[config.mk]
export PLATFORM = sky130hd
export DESIGN_NAME = packet_sequence_timing_monitor_top
export DESIGN_NICKNAME = d
export VERILOG_FILES = /design/src/design/psm_pkg.sv /design/src/design/psm_core.sv /design/src/design/packet_sequence_timing_monitor_top.sv
export SDC_FILE = /design/constraint.sdc
export NUM_CORES = 2
export LEC_CHECK = 0
export ABC_AREA = 1
export BUFFER_PORTS_ARGS = -buffer_cell sky130_fd_sc_hd__buf_2
export CAP_MARGIN = 20
export CELL_PAD_IN_SITES_DETAIL_PLACEMENT = 0
export CELL_PAD_IN_SITES_GLOBAL_PLACEMENT = 2
export CORE_MARGIN = 4
export CORE_UTILIZATION = 35
export DETAILED_ROUTE_END_ITERATION = 12
export GPL_TIMING_DRIVEN = 0
export PLACE_DENSITY_LB_ADDON = 0.15
export SLEW_MARGIN = 40
export SYNTH_ARGS = -nofsm -noshare
export SYNTH_HDL_FRONTEND = slang
export SYNTH_SLANG_ARGS = --single-unit
[constraint.sdc]
create_clock -name clk -period 26.8 [get_ports clk]
set_input_delay 2.68 -clock clk [delete_from_list [all_inputs] [get_ports clk]]
set_output_delay 2.68 -clock clk [all_outputs]
set_load 0.05 [all_outputs]
[src/design/psm_pkg.sv]
// ----------------------------------------------------------------------------
// psm_pkg
// Shared types and constants for the packet sequence timing monitor.
// ----------------------------------------------------------------------------
package psm_pkg;

  localparam int unsigned SeqW    = 32;
  localparam int unsigned TimeW   = 63;
  localparam int unsigned CountW  = 64;
  localparam int unsigned PeriodW = 40;
  localparam int unsigned DataW   = 64;
  localparam int unsigned AddrW   = 4;

  localparam logic [PeriodW-1:0] PeriodReset = 40'd10000000000;

  // register index within the APB map (one 64-bit register per 8 bytes)
  localparam logic RegWindowPeriod = 1'b0;

  // one result beat
  typedef struct packed {
    logic [CountW-1:0]        item_count;
    logic [CountW-1:0]        gap_total;
    logic [CountW-1:0]        duplicate_count;
    logic [CountW-1:0]        reset_count;
    logic [CountW-1:0]        backward_count;
    logic [TimeW-1:0]         max_interval;
    logic [CountW-1:0]        min_interval;
    logic                     window_done;
    logic [TimeW-1:0]         window_host_delta;
    logic signed [CountW-1:0] window_sensor_delta;
  } psm_result_t;

endpackage

[src/design/psm_core.sv]
// ----------------------------------------------------------------------------
// psm_core
// Running statistics state and its update for one arrival.
// ----------------------------------------------------------------------------
module psm_core (
  input  logic                         clk,
  input  logic                         rst,
  input  logic                         step,
  input  logic [psm_pkg::SeqW-1:0]     seq_id,
  input  logic [psm_pkg::TimeW-1:0]    sensor_time_ns,
  input  logic [psm_pkg::TimeW-1:0]    host_time_ns,
  input  logic [psm_pkg::PeriodW-1:0]  window_period_ns,
  output psm_pkg::psm_result_t         result
);
  import psm_pkg::*;

  // statistics state
  logic [CountW-1:0] arrivals,       arrivals_next;
  logic [CountW-1:0] gap_sum,        gap_sum_next;
  logic [CountW-1:0] dup_total,      dup_total_next;
  logic [CountW-1:0] reset_total,    reset_total_next;
  logic [CountW-1:0] backward_total, backward_total_next;
  logic [SeqW-1:0]   prev_seq;
  logic [TimeW-1:0]  prev_sensor_time;
  logic [TimeW-1:0]  prev_host_time;
  logic [TimeW-1:0]  largest_interval,  largest_interval_next;
  logic [CountW-1:0] smallest_interval, smallest_interval_next;
  logic [TimeW-1:0]  window_host_start,   window_host_start_next;
  logic [TimeW-1:0]  window_sensor_start, window_sensor_start_next;

  logic              first;
  logic [TimeW:0]    host_dt;
  logic [SeqW-1:0]   seq_d;
  logic [TimeW:0]    win_host_diff;
  logic [TimeW-1:0]  win_start_h;
  logic [TimeW-1:0]  win_start_s;
  logic              win_close;
  psm_result_t       result_next;

  // first arrival (arrivals at zero) only seeds the window and history
  assign first   = (arrivals == '0);
  assign host_dt = {1'b0, host_time_ns} - {1'b0, prev_host_time};
  assign seq_d   = seq_id - prev_seq;

  always_comb begin
    gap_sum_next           = gap_sum;
    dup_total_next         = dup_total;
    reset_total_next       = reset_total;
    backward_total_next    = backward_total;
    largest_interval_next  = largest_interval;
    smallest_interval_next = smallest_interval;
    if (!first) begin
      // positive host interval updates the extremes
      if (!host_dt[TimeW] && (host_dt[TimeW-1:0] != '0)) begin
        if (host_dt[TimeW-1:0] > largest_interval)
          largest_interval_next = host_dt[TimeW-1:0];
        if ({1'b0, host_dt[TimeW-1:0]} < smallest_interval)
          smallest_interval_next = {1'b0, host_dt[TimeW-1:0]};
      end
      // sensor time that did not advance
      if (sensor_time_ns <= prev_sensor_time)
        backward_total_next = backward_total + 1'b1;
      // serial-number classification of the sequence delta
      if (seq_d == '0)
        dup_total_next = dup_total + 1'b1;
      else if (!seq_d[SeqW-1])
        gap_sum_next = gap_sum + {{(CountW-SeqW){1'b0}}, seq_d - 1'b1};
      else
        reset_total_next = reset_total + 1'b1;
    end
  end

  // window test against the start that applies to this arrival
  assign win_start_h   = first ? host_time_ns   : window_host_start;
  assign win_start_s   = first ? sensor_time_ns : window_sensor_start;
  assign win_host_diff = {1'b0, host_time_ns} - {1'b0, win_start_h};
  assign win_close     = !win_host_diff[TimeW] &&
                         (win_host_diff[TimeW-1:0] >=
                          {{(TimeW-PeriodW){1'b0}}, window_period_ns});
  assign window_host_start_next   = win_close ? host_time_ns   : win_start_h;
  assign window_sensor_start_next = win_close ? sensor_time_ns : win_start_s;
  assign arrivals_next = arrivals + 1'b1;

  always_comb begin
    result_next.item_count          = arrivals_next;
    result_next.gap_total           = gap_sum_next;
    result_next.duplicate_count     = dup_total_next;
    result_next.reset_count         = reset_total_next;
    result_next.backward_count      = backward_total_next;
    result_next.max_interval        = largest_interval_next;
    result_next.min_interval        = smallest_interval_next;
    result_next.window_done         = win_close;
    result_next.window_host_delta   = win_close ? win_host_diff[TimeW-1:0] : '0;
    result_next.window_sensor_delta = win_close ?
        signed'({1'b0, sensor_time_ns} - {1'b0, win_start_s}) : '0;
  end

  // state update
  always_ff @(posedge clk) begin
    if (rst) begin
      arrivals            <= '0;
      gap_sum             <= '0;
      dup_total           <= '0;
      reset_total         <= '0;
      backward_total      <= '0;
      prev_seq            <= '0;
      prev_sensor_time    <= '0;
      prev_host_time      <= '0;
      largest_interval    <= '0;
      smallest_interval   <= '1;
      window_host_start   <= '0;
      window_sensor_start <= '0;
    end else if (step) begin
      arrivals            <= arrivals_next;
      gap_sum             <= gap_sum_next;
      dup_total           <= dup_total_next;
      reset_total         <= reset_total_next;
      backward_total      <= backward_total_next;
      prev_seq            <= seq_id;
      prev_sensor_time    <= sensor_time_ns;
      prev_host_time      <= host_time_ns;
      largest_interval    <= largest_interval_next;
      smallest_interval   <= smallest_interval_next;
      window_host_start   <= window_host_start_next;
      window_sensor_start <= window_sensor_start_next;
    end
  end

  // result register (payload, no reset)
  always_ff @(posedge clk) begin
    if (step) result <= result_next;
  end

endmodule

[src/design/packet_sequence_timing_monitor_top.sv]
// ----------------------------------------------------------------------------
// packet_sequence_timing_monitor_top
// Sequence gap, duplicate and timing statistics over a packet arrival stream.
// ----------------------------------------------------------------------------
// Usage:
//   Input channel (in_valid/in_ready) carries one arrival per beat:
//   seq_id, sensor_time_ns, host_time_ns. Output channel (out_valid/out_ready)
//   returns one result beat per arrival with the running counters, interval
//   extremes and the drift window report.
//   The APB port holds window_period_ns at byte address 0 (64-bit data).
//   Write it only while no arrival is in flight.
// Path: an accepted arrival passes through the input register, then the
//   statistics update into the result register; the input register holds
//   it while the result register is stalled.
// Throughput: one arrival per cycle while results are taken; the statistics
//   update for one arrival is registered, so the next arrival sees the new state.
// Stall: while out_ready is low the result register holds; the input
//   register still takes one more beat if it is empty, then in_ready drops
//   until the result is taken.
// Reset: rst clears all counters and history, sets the smallest interval
//   to all ones and the window period to 10 s; both channels come up empty.
// ----------------------------------------------------------------------------
module packet_sequence_timing_monitor_top (
  input  logic                                clk,
  input  logic                                rst,
  // APB configuration
  input  logic                                psel,
  input  logic                                penable,
  input  logic                                pwrite,
  input  logic [psm_pkg::AddrW-1:0]           paddr,
  input  logic [psm_pkg::DataW-1:0]           pwdata,
  output logic [psm_pkg::DataW-1:0]           prdata,
  output logic                                pready,
  // arrival channel
  input  logic                                in_valid,
  output logic                                in_ready,
  input  logic [psm_pkg::SeqW-1:0]            seq_id,
  input  logic [psm_pkg::TimeW-1:0]           sensor_time_ns,
  input  logic [psm_pkg::TimeW-1:0]           host_time_ns,
  // result channel
  output logic                                out_valid,
  input  logic                                out_ready,
  output logic [psm_pkg::CountW-1:0]          item_count,
  output logic [psm_pkg::CountW-1:0]          gap_total,
  output logic [psm_pkg::CountW-1:0]          duplicate_count,
  output logic [psm_pkg::CountW-1:0]          reset_count,
  output logic [psm_pkg::CountW-1:0]          backward_count,
  output logic [psm_pkg::TimeW-1:0]           max_interval,
  output logic [psm_pkg::CountW-1:0]          min_interval,
  output logic                                window_done,
  output logic [psm_pkg::TimeW-1:0]           window_host_delta,
  output logic signed [psm_pkg::CountW-1:0]   window_sensor_delta
);
  import psm_pkg::*;

  logic [PeriodW-1:0] window_period_ns;
  logic               cfg_write;
  logic               reg_sel;

  logic               s1_valid;
  logic [SeqW-1:0]    s1_seq;
  logic [TimeW-1:0]   s1_sensor;
  logic [TimeW-1:0]   s1_host;
  logic               advance;
  psm_result_t        result;

  // configuration register
  assign pready    = 1'b1;
  assign reg_sel   = (paddr[AddrW-1] == RegWindowPeriod);
  assign cfg_write = psel && penable && pwrite;

  always_ff @(posedge clk) begin
    if (rst) begin
      window_period_ns <= PeriodReset;
    end else if (cfg_write && reg_sel) begin
      window_period_ns <= pwdata[PeriodW-1:0];
    end
  end

  assign prdata = reg_sel ? {{(DataW-PeriodW){1'b0}}, window_period_ns} : '0;

  // input register: moves on whenever the result register is free
  assign advance  = s1_valid && (!out_valid || out_ready);
  assign in_ready = !s1_valid || advance;

  always_ff @(posedge clk) begin
    if (rst) begin
      s1_valid <= 1'b0;
    end else if (in_ready) begin
      s1_valid <= in_valid;
    end
  end

  always_ff @(posedge clk) begin
    if (in_valid && in_ready) begin
      s1_seq    <= seq_id;
      s1_sensor <= sensor_time_ns;
      s1_host   <= host_time_ns;
    end
  end

  // result valid flag
  always_ff @(posedge clk) begin
    if (rst) begin
      out_valid <= 1'b0;
    end else if (advance) begin
      out_valid <= 1'b1;
    end else if (out_ready) begin
      out_valid <= 1'b0;
    end
  end

  psm_core u_core (
    .clk              (clk),
    .rst              (rst),
    .step             (advance),
    .seq_id           (s1_seq),
    .sensor_time_ns   (s1_sensor),
    .host_time_ns     (s1_host),
    .window_period_ns (window_period_ns),
    .result           (result)
  );

  assign item_count          = result.item_count;
  assign gap_total           = result.gap_total;
  assign duplicate_count     = result.duplicate_count;
  assign reset_count         = result.reset_count;
  assign backward_count      = result.backward_count;
  assign max_interval        = result.max_interval;
  assign min_interval        = result.min_interval;
  assign window_done         = result.window_done;
  assign window_host_delta   = result.window_host_delta;
  assign window_sensor_delta = result.window_sensor_delta;

  // checks
  a_backpressure: assert property (@(posedge clk) disable iff (rst)
    !in_ready |-> (out_valid && !out_ready))
    else $error("in_ready low without a stalled result");

  a_window_idle: assert property (@(posedge clk) disable iff (rst)
    (out_valid && !window_done) |->
      (window_host_delta == '0 && window_sensor_delta == '0))
    else $error("window deltas nonzero without a closed window");

  a_interval_order: assert property (@(posedge clk) disable iff (rst)
    (out_valid && min_interval != '1) |->
      ({1'b0, max_interval} >= min_interval && max_interval != '0))
    else $error("interval extremes out of order");

  a_result_hold: assert property (@(posedge clk) disable iff (rst)
    (out_valid && !out_ready) |=> (out_valid && $stable(item_count)))
    else $error("result changed while stalled");

endmodule
# == Word-level counts from Yosys, hierarchy flattened ==
# Cells that the tools add are included.
# classes
n_addsub,10
n_mul,0
div_mod_pow,0
magnitude_cmp,4
n_eq_ne,0
shift,0
n_mux,23
bitwise_logic,1
n_reduce_logical,17
# ops
op,n
$mux 64,13
$mux 63,7
$add 64x1->64 const B,4
$sub 63x63->64,3
$add 64x32->64,1
$logic_not 64->1,1
$lt 63x64->1,1
$ge 63x40->1,1
$gt 63x63->1,1
$le 63x63->1,1
$reduce_bool 63->1,1
$mux 40,1
$logic_not 32->1,1
$sub 32x1->32 const B,1
$sub 32x32->32,1
$logic_and 1x1->1,7
$logic_not 1->1,4
$logic_or 1x1->1,2
$mux 1,2
$reduce_bool 2->1,1
$not 1->1,1
# word_totals
reg_bits,1506
latchBits,0
mem_bits_rw,0
rom_bits,0
input_bits,233
out_inout_bits,642
elab_cells,83
memories,0

# == Depth between registers and ports, before layout ==
# depth
depth_word,6
ltp_mapped,45
mapped_depth_nobuf,45

# == By module ==
# A second synthesis with hierarchy kept.
# hier_totals
hier_cells,12631
hier_area_um2,92590.1
# by_module_without_submodules
mod,n_inst,cells_per_inst,area_per_inst_um2,seq_area_each_um2
psm_core,1,12108,85519.5,31900.6
packet_sequence_timing_monitor_top,1,523,7070.5,5585.4

# == Worst setup path before layout ==
# OpenSTA, ideal clock, no wires.
# synth_timing
kind,input-to-reg
startpoint,input out_ready
endpoint,register u_core.backward_total[44]
setup_ns,0.748
arrival_time_ns,19.981
t_required_ns,26.052
slack_ns,6.071
path_stages,9
path_buffers,4
path_cell_list,inv_1 > nand2_1 > nand2_1 > clkbuf_1 > clkinv_1 > clkbuf_1 > clkbuf_1 > clkbuf_1 > a21oi_1
# synth_via
elab_chain_len,2
# synth_rtl
element,line_no,source
from (decl),packet_sequence_timing_monitor_top.sv:42,"input logic out_ready,"
$logic_or 1x1->1,packet_sequence_timing_monitor_top.sv:83,assign advance = s1_valid && (!out_valid || out_ready);
$logic_and 1x1->1,packet_sequence_timing_monitor_top.sv:83,
net advance,packet_sequence_timing_monitor_top.sv:64,logic advance;
to (signal assigned),psm_core.sv:118,backward_total <= backward_total_next;
to (decl),psm_core.sv:22,"logic [CountW-1:0] backward_total, backward_total_next;"
# The timed path passes the listed nets, and every way through them passes these cells.
# A chain may end at the register's enable or synchronous reset.

# == Worst setup path in the final report ==
# layout_timing
startpoint,register u_core.arrivals[0]
endpoint,"register, netlist name u_core.result[8]"
# layout_via
elab_chain_len,5
word_cells_on_any_way,8
cone_classes,2 x add/sub; 1 x order compare; 2 x mux; 3 x reduce/logical
# layout_rtl
element,line_no,source
from (decl),psm_core.sv:18,"logic [CountW-1:0] arrivals, arrivals_next;"
from (signal assigned),psm_core.sv:114,arrivals <= arrivals_next;
$logic_not 64->1,psm_core.sv:41,assign first = (arrivals == '0);
$mux 63,psm_core.sv:74,assign win_start_h = first ? host_time_ns : window_host_start;
$sub 63x63->64,psm_core.sv:76,"assign win_host_diff = {1'b0, host_time_ns} - {1'b0, win_start_h};"
net u_core.win_host_diff[38],psm_core.sv:34,logic [TimeW:0] win_host_diff;
$ge 63x40->1,psm_core.sv:78,(win_host_diff[TimeW-1:0] >=
$logic_and 1x1->1,psm_core.sv:77,assign win_close = !win_host_diff[TimeW] &&
# The timed path passes the listed nets, and every way through them passes these cells.

==> results.cfg <==
[yosys]
synth-seq-cells = 1506
ys_seq_area_share_pct = 40.8
async_reset_ff_share_pct = 0
synth_top_area_share_pct = 23.9
yosysWarnings = 0
synthCells = 12500
yosysUniqueCellTypes = 65
synth.top_cells.by_area = edfxtp_1 24%, dfxtp_1 17%, nand2_1 11%
synth_edf_count = 733
synth_area_um2 = 92000
yosysMostFrequentCell = nand2_1
syn_avg_cell_area_um2 = 7.38
synth_top_cell_by_area = edfxtp_1
synthTopCellsByCount = 2577 x nand2_1, 1926 x inv_1, 1313 x a21oi_1, 1081 x nor2_1, 910 x nand3_1
ys.flop_type = dfxtp_1

[place]
dp_hpwl_um = 312000
dp_cells = 16800
io_buffers = 820
place_ws_ps = 17270
place_congestion = 0.937
placed_cell_area_um2 = 101000

[floorplan]
die_area_um2 = 271000
fp.dieW_um = 521
start_util_pct = 35.3
rows = 187
coreArea_um2 = 261000
fp.dieH_um = 521
io_pins = 875

[global_routing]
grt_max_degree = 83
grt_antenna_before_repair = 25
grt_pass1_wl_um = 558000
grt_usage_pct = 27.3
grt_pass1_vias = 84500
grt-ovfl-total = 0

[clocking]
clockBufferDepth = 3
cts_tree = yes
cts_root_buf = clkbuf_16
ctsHoldBuffers = 0
cts.htree.levels = 4
ctsResizeCount = 0
clk_pin_slew_ps = 60
numClockSinks = 1506
clkLatencyLatePin_ps = 870
post_cts_buffers = 0
cts_buffers = 178

[worst_setup_path]
worstPathArrival_ps = 10220
worstSetupPathType = flop to flop
end_kind = flop
crit_top_cell = nor2_1
regToRegEndpoint = u_core.result[8]$_SDFFCE_PN0P_
crit_fanout = 10
slowest_delay_ps = 760
startpoint_type = flop
crit_path_top_delay_cell = nor4b_2
r2r-start = u_core.arrivals[0]$_SDFFE_PP0P_
worstPathRequired_ps = 27390
cp-endpoint = u_core.result[8]$_SDFFCE_PN0P_
ff2ff_setup_slack_ps = 17170
ff2ff_path_depth = 36
crit_path_start = u_core.arrivals[0]$_SDFFE_PP0P_

[hold_path]
min_from = u_core.prev_seq[23]$_SDFFE_PP0P_
worstHoldPathType = flop to flop

[sta]
fin_crit_ps = 9630
hold_violations = 0
rsz0062_at_grt = no
relSlewSlack_pct = 39.6
clock_skew_ps = 78.7
worst_pin_slew_ps = 903
layout_setup_ws_ps = 17170
fmax_ghz = 0.104
fin_setup_tns_ps = 0
min_period_over_period_pct = 35.9
slew_viol_final = 0
setup_viol = 0

[routing]
firstDrtPassIters = 6
drt_wl_total_um = 386000
drtIter0Drc = 7011
drtAntennaViolNets = 0
avgViaCountPerCell = 5.12
dr_total_vias = 87900
drc_errors = 0
drt-wirelength-per-cell_um = 22.4

[power_and_ir_drop]
ir_worst_vdd_v = 0.0000719
power.leakage_nw = 48.4
p_per_area_nw_per_um2 = 70.0

[cells_and_area]
stdcell_area_um2 = 108000
layout-drive-gt1-share_pct = 10.6
area.growth.synth_to_final_pct = 17.4
instances_no_fill = 17200
layout.nets = 14200

[run_status]
status = finished, final reports clean

[run]
cap_violations = 0
-- per-stage QoR --
stage | total power, mW | util, % | hold slack, ps
floorplan | 4.21 | - | 433
global placement | 4.97 | 38.6 | 442
detailed placement | 4.95 | 38.9 | 449
CTS | 7.63 | 41.4 | 458
global route | 7.95 | 41.4 | 475
finish | 7.56 | 41.4 | 456
-- how the worst min path moves through the flow --
stage / endpoint / slack, ps / depth (start not counted)
after floorplan: u_core.prev_host_time[10]$_SDFFE_PP0P_ / 430 / 2
after global placement: u_core.prev_host_time[46]$_SDFFE_PP0P_ / 440 / 2
after detailed placement: u_core.prev_sensor_time[51]$_SDFFE_PP0P_ / 450 / 2
after CTS: u_core.prev_host_time[57]$_SDFFE_PP0P_ / 460 / 2
after global routing: u_core.prev_host_time[25]$_SDFFE_PP0P_ / 480 / 2
final: u_core.prev_seq[23]$_SDFFE_PP0P_ / 460 / 2
-- where the power goes --
group / internal (mW) / switching, mW / total, mW
logic: 0.595 / 1.55 / 2.15
registers: 2.63 / 0.127 / 2.76
clock network: 1.54 / 1.11 / 2.65
-- kinds of logic (layout without fill, tap and decap cells) --
kind of cell             after synthesis  after routing  synth area share, %
AND/OR/NAND/NOR                     5238           5238                 24.3
buffers and inverters               2461           3657                 10.5
AO/OA/AOI/OAI                       2298           2298                 13.3
flip-flops                          1506           1506                 40.8
adder cells (fa/ha/maj)              482            482                 6.59
XOR/XNOR                             474            474                 4.51
other                                  2             36              0.00817
-- critical path, delay by kind of cell (launching register included) --
kind	cells	cell delay, ps
simple gates	22	4970
compound gates	1	240
xor+xnor	1	130
flops	1	340
buf+inv	9	2590
fa+ha+maj	3	950
-- per-layer routing --
metal	GRT usage (%)	wire, um
met1	37.4	174000
met2	44.3	175000
met3	3.42	21100
met4	9.53	15100
met5	0	34
-- cell type report --
type,count,area [um2]
Fill cell,27400,153000
Timing Repair Buffer,858,4850
Clock inverter,130,1760
Clock buffer,208,4680
Inverter,1957,7350
Sequential cell,1506,37500
Tap cell,3496,4370
Buffer,504,2430
Antenna cell,11,27.5
Multi-Input combinational cell,8517,45000
-- registers in the layout (all words and copies together), names as in the netlist --
signal / count
out_valid: 1
window_period_ns: 40
u_core.dup_total: 64
u_core.prev_sensor_time: 63
s1_sensor: 63
s1_valid: 1
u_core.smallest_interval: 64
u_core.reset_total: 64
u_core.largest_interval: 63
u_core.prev_seq: 32
u_core.backward_total: 64
u_core.gap_sum: 64
u_core.arrivals: 64
u_core.window_sensor_start: 63
u_core.prev_host_time: 63
u_core.result: 575
u_core.window_host_start: 63
s1_seq: 32
s1_host: 63
-- cells in the final DEF (no fill, tap or decap), types with 30 or more instances in the layout --
cell type  instances
clkinv_1          31
dfxtp_1          773
buf_1             37
xor2_1           406
inv_1           1924
buf_6             32
ha_1             478
clkinv_2          30
clkbuf_16        179
nor2_1          1079
a21oi_1         1312
nor3_1           196
nor4_1            98
clkbuf_1         320
o21ai_0          688
o21a_1            46
nand3_1          910
buf_4             36
nand2_1         2576
a31oi_1           63
a21o_1            36
and2_1            63
edfxtp_1         733
buf_2            864
clkbuf_2          56
xnor2_1           59
nand4_1          197
No activity file was read; power rests on OpenSTA's default activity.
